==> src/design/iit_pkg.sv <==
// Types, constants and butterfly functions for the 4x4 inverse integer transform.
// No dependencies; every other design file imports this package.
`default_nettype none

package iit_pkg;

    // Width of intermediate row and column pass values (legal range 12..32)
    localparam int SAMPLE_WIDTH = 16;
    localparam int COEF_W       = 16;
    localparam int OUT_W        = 12;
    localparam int SUM_W        = SAMPLE_WIDTH + 2;
    localparam int ROUND_ADD    = 32;
    localparam int ROUND_SHIFT  = 6;
    localparam int ROWS         = 4;

    typedef logic signed [SAMPLE_WIDTH-1:0] sample_t;
    typedef sample_t [3:0]                  quad_t;
    typedef quad_t [ROWS-1:0]               block_t;
    typedef logic signed [OUT_W-1:0]        resid_val_t;
    typedef resid_val_t [3:0]               resid_quad_t;
    typedef logic [1:0]                     row_idx_t;

    typedef struct packed {
        logic signed [COEF_W-1:0] coef_col0;
        logic signed [COEF_W-1:0] coef_col1;
        logic signed [COEF_W-1:0] coef_col2;
        logic signed [COEF_W-1:0] coef_col3;
    } coef_row_t;

    typedef struct packed {
        logic signed [OUT_W-1:0] resid_col0;
        logic signed [OUT_W-1:0] resid_col1;
        logic signed [OUT_W-1:0] resid_col2;
        logic signed [OUT_W-1:0] resid_col3;
        logic                    row_last;
    } resid_row_t;

    // Status of the block queue, seen by both sides
    typedef struct packed {
        logic full;
        logic empty;
    } q_status_t;

    localparam row_idx_t LAST_ROW = row_idx_t'(ROWS - 1);

    // Bring a 16-bit coefficient to sample width (wrap or sign-extend)
    function automatic sample_t to_sample(logic signed [COEF_W-1:0] x);
        logic signed [31:0] w;
        w = 32'(x);
        return w[SAMPLE_WIDTH-1:0];
    endfunction

    // Shared butterfly with half-weight odd terms, wrapping to sample width
    function automatic quad_t butterfly(quad_t a);
        sample_t a0, a1, a2, a3;
        quad_t   t;
        a0 = a[0];
        a1 = a[1];
        a2 = a[2];
        a3 = a[3];
        t[0] = a0 + a2;
        t[1] = a0 - a2;
        t[2] = (a1 >>> 1) - a3;
        t[3] = a1 + (a3 >>> 1);
        return t;
    endfunction

    // Horizontal pass over one row
    function automatic quad_t row_pass(quad_t a);
        quad_t   t;
        quad_t   r;
        sample_t t0, t1, t2, t3;
        t = butterfly(a);
        t0 = t[0];
        t1 = t[1];
        t2 = t[2];
        t3 = t[3];
        r[0] = t0 + t3;
        r[1] = t1 + t2;
        r[2] = t1 - t2;
        r[3] = t0 - t3;
        return r;
    endfunction

    // Round a full-width column sum: (+32) >>> 6, keep the output width
    function automatic resid_val_t round_out(logic signed [SUM_W-1:0] s);
        logic signed [SUM_W-1:0] sh;
        sh = (s + SUM_W'(ROUND_ADD)) >>> ROUND_SHIFT;
        return sh[OUT_W-1:0];
    endfunction

    // Vertical pass over one column, one result per output row
    function automatic resid_quad_t col_pass(quad_t c);
        quad_t       t;
        resid_quad_t r;
        sample_t     t0, t1, t2, t3;
        t = butterfly(c);
        t0 = t[0];
        t1 = t[1];
        t2 = t[2];
        t3 = t[3];
        r[0] = round_out(SUM_W'(t0) + SUM_W'(t3));
        r[1] = round_out(SUM_W'(t1) + SUM_W'(t2));
        r[2] = round_out(SUM_W'(t1) - SUM_W'(t2));
        r[3] = round_out(SUM_W'(t0) - SUM_W'(t3));
        return r;
    endfunction

endpackage

`default_nettype wire

==> src/design/iit_front.sv <==
// Front end: takes coefficient rows, runs the row pass and gathers a block.
// Depends on iit_pkg; pushes completed blocks into iit_queue.
`default_nettype none

module iit_front import iit_pkg::*; (
    input  wire logic      clk,
    input  wire logic      rst_n,
    input  wire logic      coef_valid,
    output logic           coef_stall,
    input  wire coef_row_t coef,
    input  wire q_status_t q_status,
    output logic           push,
    output block_t         push_data
);

    row_idx_t  rows_received_reg;
    row_idx_t  rows_received_next;
    quad_t [ROWS-2:0] row_store_reg;
    quad_t     in_quad;
    quad_t     rp;
    logic      take;

    // Hold the fourth row back while the queue has no room
    assign coef_stall = (rows_received_reg == LAST_ROW) && q_status.full;
    assign take       = coef_valid && !coef_stall;

    // Row pass on the incoming word
    always_comb
    begin
        in_quad[0] = to_sample(coef.coef_col0);
        in_quad[1] = to_sample(coef.coef_col1);
        in_quad[2] = to_sample(coef.coef_col2);
        in_quad[3] = to_sample(coef.coef_col3);
        rp = row_pass(in_quad);
    end

    // Assemble the block from the three kept rows and the current one
    always_comb
    begin
        push_data[ROWS-1] = rp;
        for (int i = 0; i < ROWS - 1; i++)
        begin
            push_data[i] = row_store_reg[i];
        end
        push = take && (rows_received_reg == LAST_ROW);
    end

    // Advance the row count
    always_comb
    begin
        rows_received_next = rows_received_reg;
        if (take)
        begin
            rows_received_next = rows_received_reg + row_idx_t'(1);
        end
    end

    always_ff @(posedge clk or negedge rst_n)
    begin
        if (!rst_n)
        begin
            rows_received_reg <= '0;
        end
        else
        begin
            rows_received_reg <= rows_received_next;
        end
    end

    // Keep rows one to three
    always_ff @(posedge clk)
    begin
        if (take && (rows_received_reg != LAST_ROW))
        begin
            row_store_reg[rows_received_reg] <= rp;
        end
    end

endmodule

`default_nettype wire

==> src/design/iit_queue.sv <==
// Two-entry block queue between the row pass and the column pass.
// Depends on iit_pkg.
`default_nettype none

module iit_queue import iit_pkg::*; (
    input  wire logic   clk,
    input  wire logic   rst_n,
    input  wire logic   push,
    input  wire block_t push_data,
    input  wire logic   pop,
    output block_t      head,
    output q_status_t   q_status
);

    block_t     entry_reg [2];
    logic       wr_ptr_reg;
    logic       wr_ptr_next;
    logic       rd_ptr_reg;
    logic       rd_ptr_next;
    logic [1:0] count_reg;
    logic [1:0] count_next;

    assign head           = entry_reg[rd_ptr_reg];
    assign q_status.full  = (count_reg == 2'd2);
    assign q_status.empty = (count_reg == 2'd0);

    // Advance pointers and occupancy
    always_comb
    begin
        wr_ptr_next = wr_ptr_reg ^ push;
        rd_ptr_next = rd_ptr_reg ^ pop;
        count_next  = count_reg;
        if (push && !pop)
        begin
            count_next = count_reg + 2'd1;
        end
        else if (pop && !push)
        begin
            count_next = count_reg - 2'd1;
        end
    end

    always_ff @(posedge clk or negedge rst_n)
    begin
        if (!rst_n)
        begin
            wr_ptr_reg <= 1'b0;
            rd_ptr_reg <= 1'b0;
            count_reg  <= 2'd0;
        end
        else
        begin
            wr_ptr_reg <= wr_ptr_next;
            rd_ptr_reg <= rd_ptr_next;
            count_reg  <= count_next;
        end
    end

    always_ff @(posedge clk)
    begin
        if (push)
        begin
            entry_reg[wr_ptr_reg] <= push_data;
        end
    end

endmodule

`default_nettype wire

==> src/design/iit_back.sv <==
// Back end: column pass over the head block, one output row per cycle while resid_stall is low.
// Depends on iit_pkg; pops blocks from iit_queue.
`default_nettype none

module iit_back import iit_pkg::*; (
    input  wire logic      clk,
    input  wire logic      rst_n,
    input  wire block_t    head,
    input  wire q_status_t q_status,
    output logic           pop,
    output logic           resid_valid,
    input  wire logic      resid_stall,
    output resid_row_t     resid
);

    row_idx_t    out_row_reg;
    row_idx_t    out_row_next;
    logic        out_valid_reg;
    logic        out_valid_next;
    resid_row_t  out_reg;
    resid_row_t  row_val;
    quad_t       col [4];
    resid_quad_t col_res [4];
    logic        load;

    assign resid_valid = out_valid_reg;
    assign resid       = out_reg;

    // Load a new row when the queue holds a block and the output register is free or being taken
    assign load = !q_status.empty && (!out_valid_reg || !resid_stall);
    assign pop  = load && (out_row_reg == LAST_ROW);

    // Column pass on each column of the head block
    always_comb
    begin
        for (int j = 0; j < 4; j++)
        begin
            for (int i = 0; i < ROWS; i++)
            begin
                col[j][i] = head[i][j];
            end
            col_res[j] = col_pass(col[j]);
        end
        row_val.resid_col0 = col_res[0][out_row_reg];
        row_val.resid_col1 = col_res[1][out_row_reg];
        row_val.resid_col2 = col_res[2][out_row_reg];
        row_val.resid_col3 = col_res[3][out_row_reg];
        row_val.row_last   = (out_row_reg == LAST_ROW);
    end

    // Advance the output row and the valid flag
    always_comb
    begin
        out_row_next   = out_row_reg;
        out_valid_next = out_valid_reg && resid_stall;
        if (load)
        begin
            out_row_next   = out_row_reg + row_idx_t'(1);
            out_valid_next = 1'b1;
        end
    end

    always_ff @(posedge clk or negedge rst_n)
    begin
        if (!rst_n)
        begin
            out_row_reg   <= '0;
            out_valid_reg <= 1'b0;
        end
        else
        begin
            out_row_reg   <= out_row_next;
            out_valid_reg <= out_valid_next;
        end
    end

    always_ff @(posedge clk)
    begin
        if (load)
        begin
            out_reg <= row_val;
        end
    end

endmodule

`default_nettype wire

==> src/design/integer_inverse_transform_4x4.sv <==
// Top level of the 4x4 inverse integer transform: front, queue and back.
// Depends on iit_pkg, iit_front, iit_queue and iit_back.
//
//  port group  | dir | word         | handshake
//  coef        | in  | coef_row_t   | coef_valid / coef_stall
//  resid       | out | resid_row_t  | resid_valid / resid_stall
//
// Rows one to three are taken one per cycle; the fourth is taken when the
// two-block queue has room. The column pass emits one row per cycle from
// the head block while resid_stall is low; a steady stream sustains one
// word per cycle. Each block passes through a queue entry and then the
// output register. Reset clears counts, pointers and valid; stored data
// is not reset. Either side may stall at any time without loss.
`default_nettype none

module integer_inverse_transform_4x4 import iit_pkg::*; (
    input  wire logic      clk,
    input  wire logic      rst_n,
    input  wire logic      coef_valid,
    output logic           coef_stall,
    input  wire coef_row_t coef,
    output logic           resid_valid,
    input  wire logic      resid_stall,
    output resid_row_t     resid
);

    q_status_t q_status;
    logic      push;
    logic      pop;
    block_t    push_data;
    block_t    head;

    iit_front u_front (
        .clk        (clk),
        .rst_n      (rst_n),
        .coef_valid (coef_valid),
        .coef_stall (coef_stall),
        .coef       (coef),
        .q_status   (q_status),
        .push       (push),
        .push_data  (push_data)
    );

    iit_queue u_queue (
        .clk       (clk),
        .rst_n     (rst_n),
        .push      (push),
        .push_data (push_data),
        .pop       (pop),
        .head      (head),
        .q_status  (q_status)
    );

    iit_back u_back (
        .clk         (clk),
        .rst_n       (rst_n),
        .head        (head),
        .q_status    (q_status),
        .pop         (pop),
        .resid_valid (resid_valid),
        .resid_stall (resid_stall),
        .resid       (resid)
    );

endmodule

`default_nettype wire

==> config.mk <==
export PLATFORM = sky130hd
export DESIGN_NAME = integer_inverse_transform_4x4
export DESIGN_NICKNAME = d
export VERILOG_FILES = /design/src/design/iit_pkg.sv /design/src/design/iit_front.sv /design/src/design/iit_queue.sv /design/src/design/iit_back.sv /design/src/design/integer_inverse_transform_4x4.sv
export SDC_FILE = /design/constraint.sdc
export NUM_CORES = 2
export LEC_CHECK = 0
export BUFFER_PORTS_ARGS = -buffer_cell sky130_fd_sc_hd__buf_2
export CAP_MARGIN = 20
export CORE_MARGIN = 4
export CORE_UTILIZATION = 43
export DETAILED_ROUTE_END_ITERATION = 10
export PLACE_DENSITY = 0.55
export SYNTH_ARGS = -nofsm -noshare
export SYNTH_HDL_FRONTEND = slang
export SYNTH_HIERARCHICAL = 1
export SYNTH_SLANG_ARGS = --single-unit
export TNS_END_PERCENT = 5
==> constraint.sdc <==
create_clock -name clk -period 16.75 [get_ports clk]
set_input_delay 3.35 -clock clk [delete_from_list [all_inputs] [get_ports clk]]
set_output_delay 3.35 -clock clk [all_outputs]
set_load 0.01 [all_outputs]
Yosys cells after proc, flatten, opt, wreduce, memory -nomap -nowiden
Memory sizes are Yosys's and may differ from the RTL's.
Cells that the tools add are included.
{"block": "op_classes", "addsub": 60, "n_lt_le_gt_ge": 3, "bitwise_logic": 2, "reduce_logical": 19, "muxes": 16, "n_eq_ne": 4}
{"op": "18-bit by 7-bit adder with 18-bit output, second input constant", "count": 16}
{"op": "192-bit bitwise mux", "count": 1}
{"op": "16-bit by 16-bit adder with 17-bit output", "count": 8}
{"op": "16-bit by 16-bit subtractor with 17-bit output", "count": 8}
{"op": "64-bit demux with 2-bit select", "count": 1}
{"op": "16-bit adder", "count": 7}
{"op": "16-bit subtractor", "count": 7}
{"op": "12-bit binary-select mux with 2-bit select", "count": 4}
{"op": "16-bit by 15-bit adder with 16-bit output", "count": 5}
{"op": "15-bit by 16-bit subtractor with 16-bit output", "count": 5}
{"op": "64-bit two-way mux", "count": 1}
{"op": "12-bit two-way mux", "count": 4}
{"op": "1-bit logical AND", "count": 10}
{"op": "2-bit by 1-bit adder with 2-bit output, second input constant", "count": 3}
{"op": "2-bit equality test, second input constant", "count": 3}
{"op": "1-bit zero test", "count": 6}
{"op": "2-bit by 3-bit less-than comparator with 1-bit output, second input constant", "count": 2}
{"op": "2-bit two-way mux", "count": 2}
{"op": "1-bit two-way mux", "count": 3}
{"op": "2-bit by 1-bit greater-or-equal comparator with 1-bit output, second input constant", "count": 1}
{"op": "2-bit zero test", "count": 1}
{"op": "2-bit inequality test, second input constant", "count": 1}
{"op": "2-bit nonzero test", "count": 1}
{"op": "2-bit by 1-bit subtractor with 2-bit output, second input constant", "count": 1}
{"op": "other kinds (2)", "count": 3}
{"block": "word_totals", "regBits": 250, "wordCells": 128, "ramBits": 512, "n_memories": 1, "out_inout_bits": 51}
{"memory": "u_queue.entry_reg", "words": 2, "word_bits": 256, "read_ports": 1, "rd_clocked_by_memory_dff": 0, "write_ports": 1, "line_no": "iit_queue.sv:15", "source": "block_t entry_reg [2];"}

Depth between registers and ports, before layout
{"block": "logic_depth", "depth_word": 9, "mapped_depth": 28, "mapped_depth_nobuf": 25}

By module
Netlist, hierarchy kept.
{"mod": "iit_back", "n_inst": 1, "seq_area_each_um2": 1546.5, "area_each_um2": 26141.3, "cells_each": 3273}
{"mod": "iit_queue", "n_inst": 1, "seq_area_each_um2": 15474.8, "area_each_um2": 19682.6, "cells_each": 814}
{"mod": "iit_front", "n_inst": 1, "seq_area_each_um2": 5635.4, "area_each_um2": 11274.6, "cells_each": 989}

Worst setup path before layout
OpenSTA, ideal clock, no wires.
{"block": "synth_timing", "kind": "input to register", "start": "in coef_valid", "end": "mem u_queue/entry_reg[0][0] in the netlist's numbering, enable pin", "path_stages": 3, "arrival_time_ns": 9.485, "required_time_ns": 16.099, "setup_slack_ns": 6.614, "setup_ns": 0.651, "cell_sequence": "nand2_1 nor2_1 ha_1"}
{"block": "synth_between", "elab_chain_len": 4}
{"item": "start, declared", "line_no": "integer_inverse_transform_4x4.sv:19", "source": "input wire logic coef_valid,"}
{"item": "1-bit logical AND", "line_no": "iit_front.sv:25", "source": "assign take = coef_valid && !coef_stall;"}
{"item": "1-bit logical AND", "line_no": "iit_front.sv:45", "source": "push = take && (rows_received_reg == LAST_ROW);"}
{"item": "named net push", "line_no": "integer_inverse_transform_4x4.sv:28", "source": "logic push;"}
{"item": "1-bit two-way mux", "line_no": "iit_queue.sv:61", "source": "if (push)"}
{"item": "1-bit two-way mux (implied by the code)", "line_no": "iit_queue.sv:63", "source": "entry_reg[wr_ptr_reg] <= push_data;"}
{"item": "end, declared", "line_no": "iit_queue.sv:15"}
The timed path passes the listed nets, and every way through them passes these cells.

==> flow_summary_export.csv <==
group,metric,value,unit
critical_path,critPathKind,"flip-flop to flip-flop",
critical_path,reg2reg_from,"u_queue/rd_ptr_reg$_DFF_PN0_",
clock_tree,clock_sinks,756,
critical_path,crit_top_cell,"a21o_1",
timing,fin_skew,0.0382,ns
placed_design,gp_congestion,0.893,
clock_tree,cts_tree,"built",
timing,final-setup-viol-count,0,
critical_path,r2r_slack,9.22,ns
global_routing,grt_pass1_wl,218000,um
clock_tree,cts_root_buf,"clkbuf_16",
critical_path,cp-start-kind,"flip-flop",
hold_path,hold_class,"flip-flop to flip-flop",
global_routing,antenna_found_initial,12,
clock_tree,numCtsBuffers,85,
synth,synthCells,5076,
timing,fin_tns_setup,0,ns
critical_path,crit_family,"compound AO/OA/AOI/OAI gates",
hold_path,min_from,"u_front/push_data[73]$_DFFE_PP_",
critical_path,cp_slowest_cell,"dfrtp_4",
synth,synth.avg_cell_area,11.2,um2
timing,slew_viol_final,0,
timing,fmax,133,MHz
timing,period_needed,7.53,ns
finish,largest_register_ffs,512,
finish,syn2layout_area_growth,9.01,%
global_routing,grt_pass1_vias,36700,
critical_path,slowest_delay,0.85,ns
synth,ys_ff_latch,756,
synth,netlist_area,57100,um2
clock_tree,htreeDepth,3,
clock_tree,clock_latency,0.68,ns
status,status,"complete, no violations",
drt,wl_met1,68100,um
die,dieWidth,372,um
timing,hold_violations,0,
drt,avgRoutedWirePerCell,20.5,um
synth,synth_fp_nets,6016,
synth,synth-seq-area-share,39.7,%
timing,finalCritPeriodShare,45.0,%
finish,multi_input_area,31600,um2
synth,yosys.cell_types.count,112,
die,die_h,372,um
drt,drt-total-wl,144000,um
finish,regArea,22700,um2
drt,wl_met3,6350,um
drt,via_per_inst,5.35,
clock_tree,cts.clk_slew.worst_paths,0.06,ns
drt,route.detailed.drc,0,
placed_design,io_buffers,118,
drt,vias,37600,
synth,yosys_warnings,6,
timing,rsz0062_at_grt,"false",
clock_tree,cts_hold_buf,0,
synth,synth-edff-count,747,
timing,tightest_slew,1.11,ns
finish,fin_nets,6139,
critical_path,crit_cells,26,
clock_tree,clockBufferDepth,3,
synth,ys.flop_type,"edfxtp_1",
drt,drt_pass1_iterations,5,
drt,drt_iter0_markers,2676,
die,coreArea,132000,um2
drt,highest_layer,"met5",
drt,ant_nets,0,
finish,fillers,12100,
critical_path,cp_data_arrival_time,7.93,ns
die,pin_count,119,
finish,drive_above_1_share,12.5,%
clock_tree,cts_setup_buffers,0,
critical_path,crit_path_end,"u_back/resid[47]$_DFFE_PP_",
critical_path,ff2ff_path_depth,26,
critical_path,worst_setup_path_end_kind,"flip-flop",
die,die_area,139000,um2
global_routing,grt_overflow,0,
flow_run,drv_cap,0,
critical_path,worstPathMaxFanout,85,
global_routing,grt_max_degree,146,
critical_path,worstPathRequired,17.15,ns
synth,async_flop_share,1.19,%
critical_path,crit_buf_inv,5,
critical_path,startpoint,"u_queue/rd_ptr_reg$_DFF_PN0_",
placed_design,place_hpwl,112000,um
die,start_util,43.4,%
drt,met2_length,66000,um
die,rows,133,
clock_tree,cts_resized,0,
timing,slew_headroom,26.3,%
critical_path,r2r-end,"u_back/resid[47]$_DFFE_PP_",
global_routing,track_usage,20.7,%
[area by class of cell]
class,count,area share (%)
well taps,1755,3.53
inverters,573,3.46
diodes,5,0.0201
clock buffers,94,3.51
repair buffers,142,1.32
flip-flops and latches,756,36.4
multi-input cells,3641,50.8
clock inverters,61,0.953
[layout by cell type (no fill, tap or decap), types with 42 or more instances in the layout]
master,instances
ha_1,846
nor3_1,86
a21oi_1,328
mux2_4,230
edfxtp_1,747
nor2_1,307
nor2b_1,61
buf_2,118
inv_1,570
nand2b_1,60
o21a_1,56
xor2_1,149
o21bai_1,64
nand2_1,150
a21o_1,117
or3_1,42
o21ai_0,141
xnor2_1,339
nand3_1,73
clkbuf_16,86
[per-stage QoR]
stage          cells  utilization (%)  area (um2)  setup WS (ns)  hold WS [ns]
3_5_place_dp    6867             45.2       59500           8.59         0.429
3_3_place_gp    6866             45.2       59400           8.66         0.421
4_1_cts         7022             47.3       62200           9.20         0.420
5_1_grt         7023             47.3       62200           8.84         0.435
6_report        7027             47.3       62200           9.22         0.420
2_1_floorplan   5076                -       57100           6.61         0.421
[Yosys cell counts (27+ instances only)]
cell	number	share of area, %
nand2b_1	60	0.66
nand2_1	151	0.99
inv_1	571	3.8
a21oi_1	329	2.9
xnor2_1	339	5.2
clkbuf_1	52	0.34
nand3_1	73	0.64
edfxtp_1	747	39
nor2_1	308	2.0
ha_1	848	19
a31oi_1	30	0.33
nor2b_1	61	0.67
o21bai_1	64	0.84
mux2_4	230	6.0
mux2_2	27	0.53
xor2_1	149	2.3
a21o_1	117	1.5
o21ai_0	141	1.2
o21a_1	56	0.74
a211oi_1	37	0.49
and3_1	34	0.37
o31ai_1	30	0.39
nor3_1	86	0.75
or3_1	42	0.46
[worst register-to-register path: cells and delay by family (launching register included)]
family / cells / cell delay (ns)
AOI/OAI and AO/OA: 11 / 2.46
DFF: 1 / 0.85
muxes: 1 / 0.57
xor gates and xnor gates: 2 / 0.30
and+or+nand+nor: 3 / 0.45
buffers and inverters: 5 / 1.42
adders and majority gates: 4 / 1.23
[cells by family after synthesis]
| group | synth area share (%) |
|---|---|
| DFF | 39.7 |
| muxes | 7.66 |
| AOI/OAI and AO/OA | 12.6 |
| adders and majority gates | 19.4 |
| xor gates and xnor gates | 7.49 |
| buffers and inverters | 5.02 |
| and+or+nand+nor | 8.18 |
[worst min-delay path by stage]
stage                                                to  slack (ns)  depth (start not counted)
CTS                 u_queue/entry_reg[0][135]$_DFFE_PP_        0.42                          0
floorplan           u_queue/entry_reg[0][100]$_DFFE_PP_        0.42                          0
detailed placement  u_queue/entry_reg[1][150]$_DFFE_PP_        0.43                          0
finish               u_queue/entry_reg[0][73]$_DFFE_PP_        0.42                          0
global route         u_queue/entry_reg[1][69]$_DFFE_PP_        0.43                          0
global placement    u_queue/entry_reg[0][138]$_DFFE_PP_        0.42                          0
[routing by layer]
layer,global-route usage [%],vias to the layer above
met5,0,-
met4,5.22,2
met3,3.06,146
met2,34.0,734
met1,28.6,18100
li1,-,18500
Power is not shown: default switching activity piles up to over one toggle a cycle in this logic, so the estimate is an artifact.
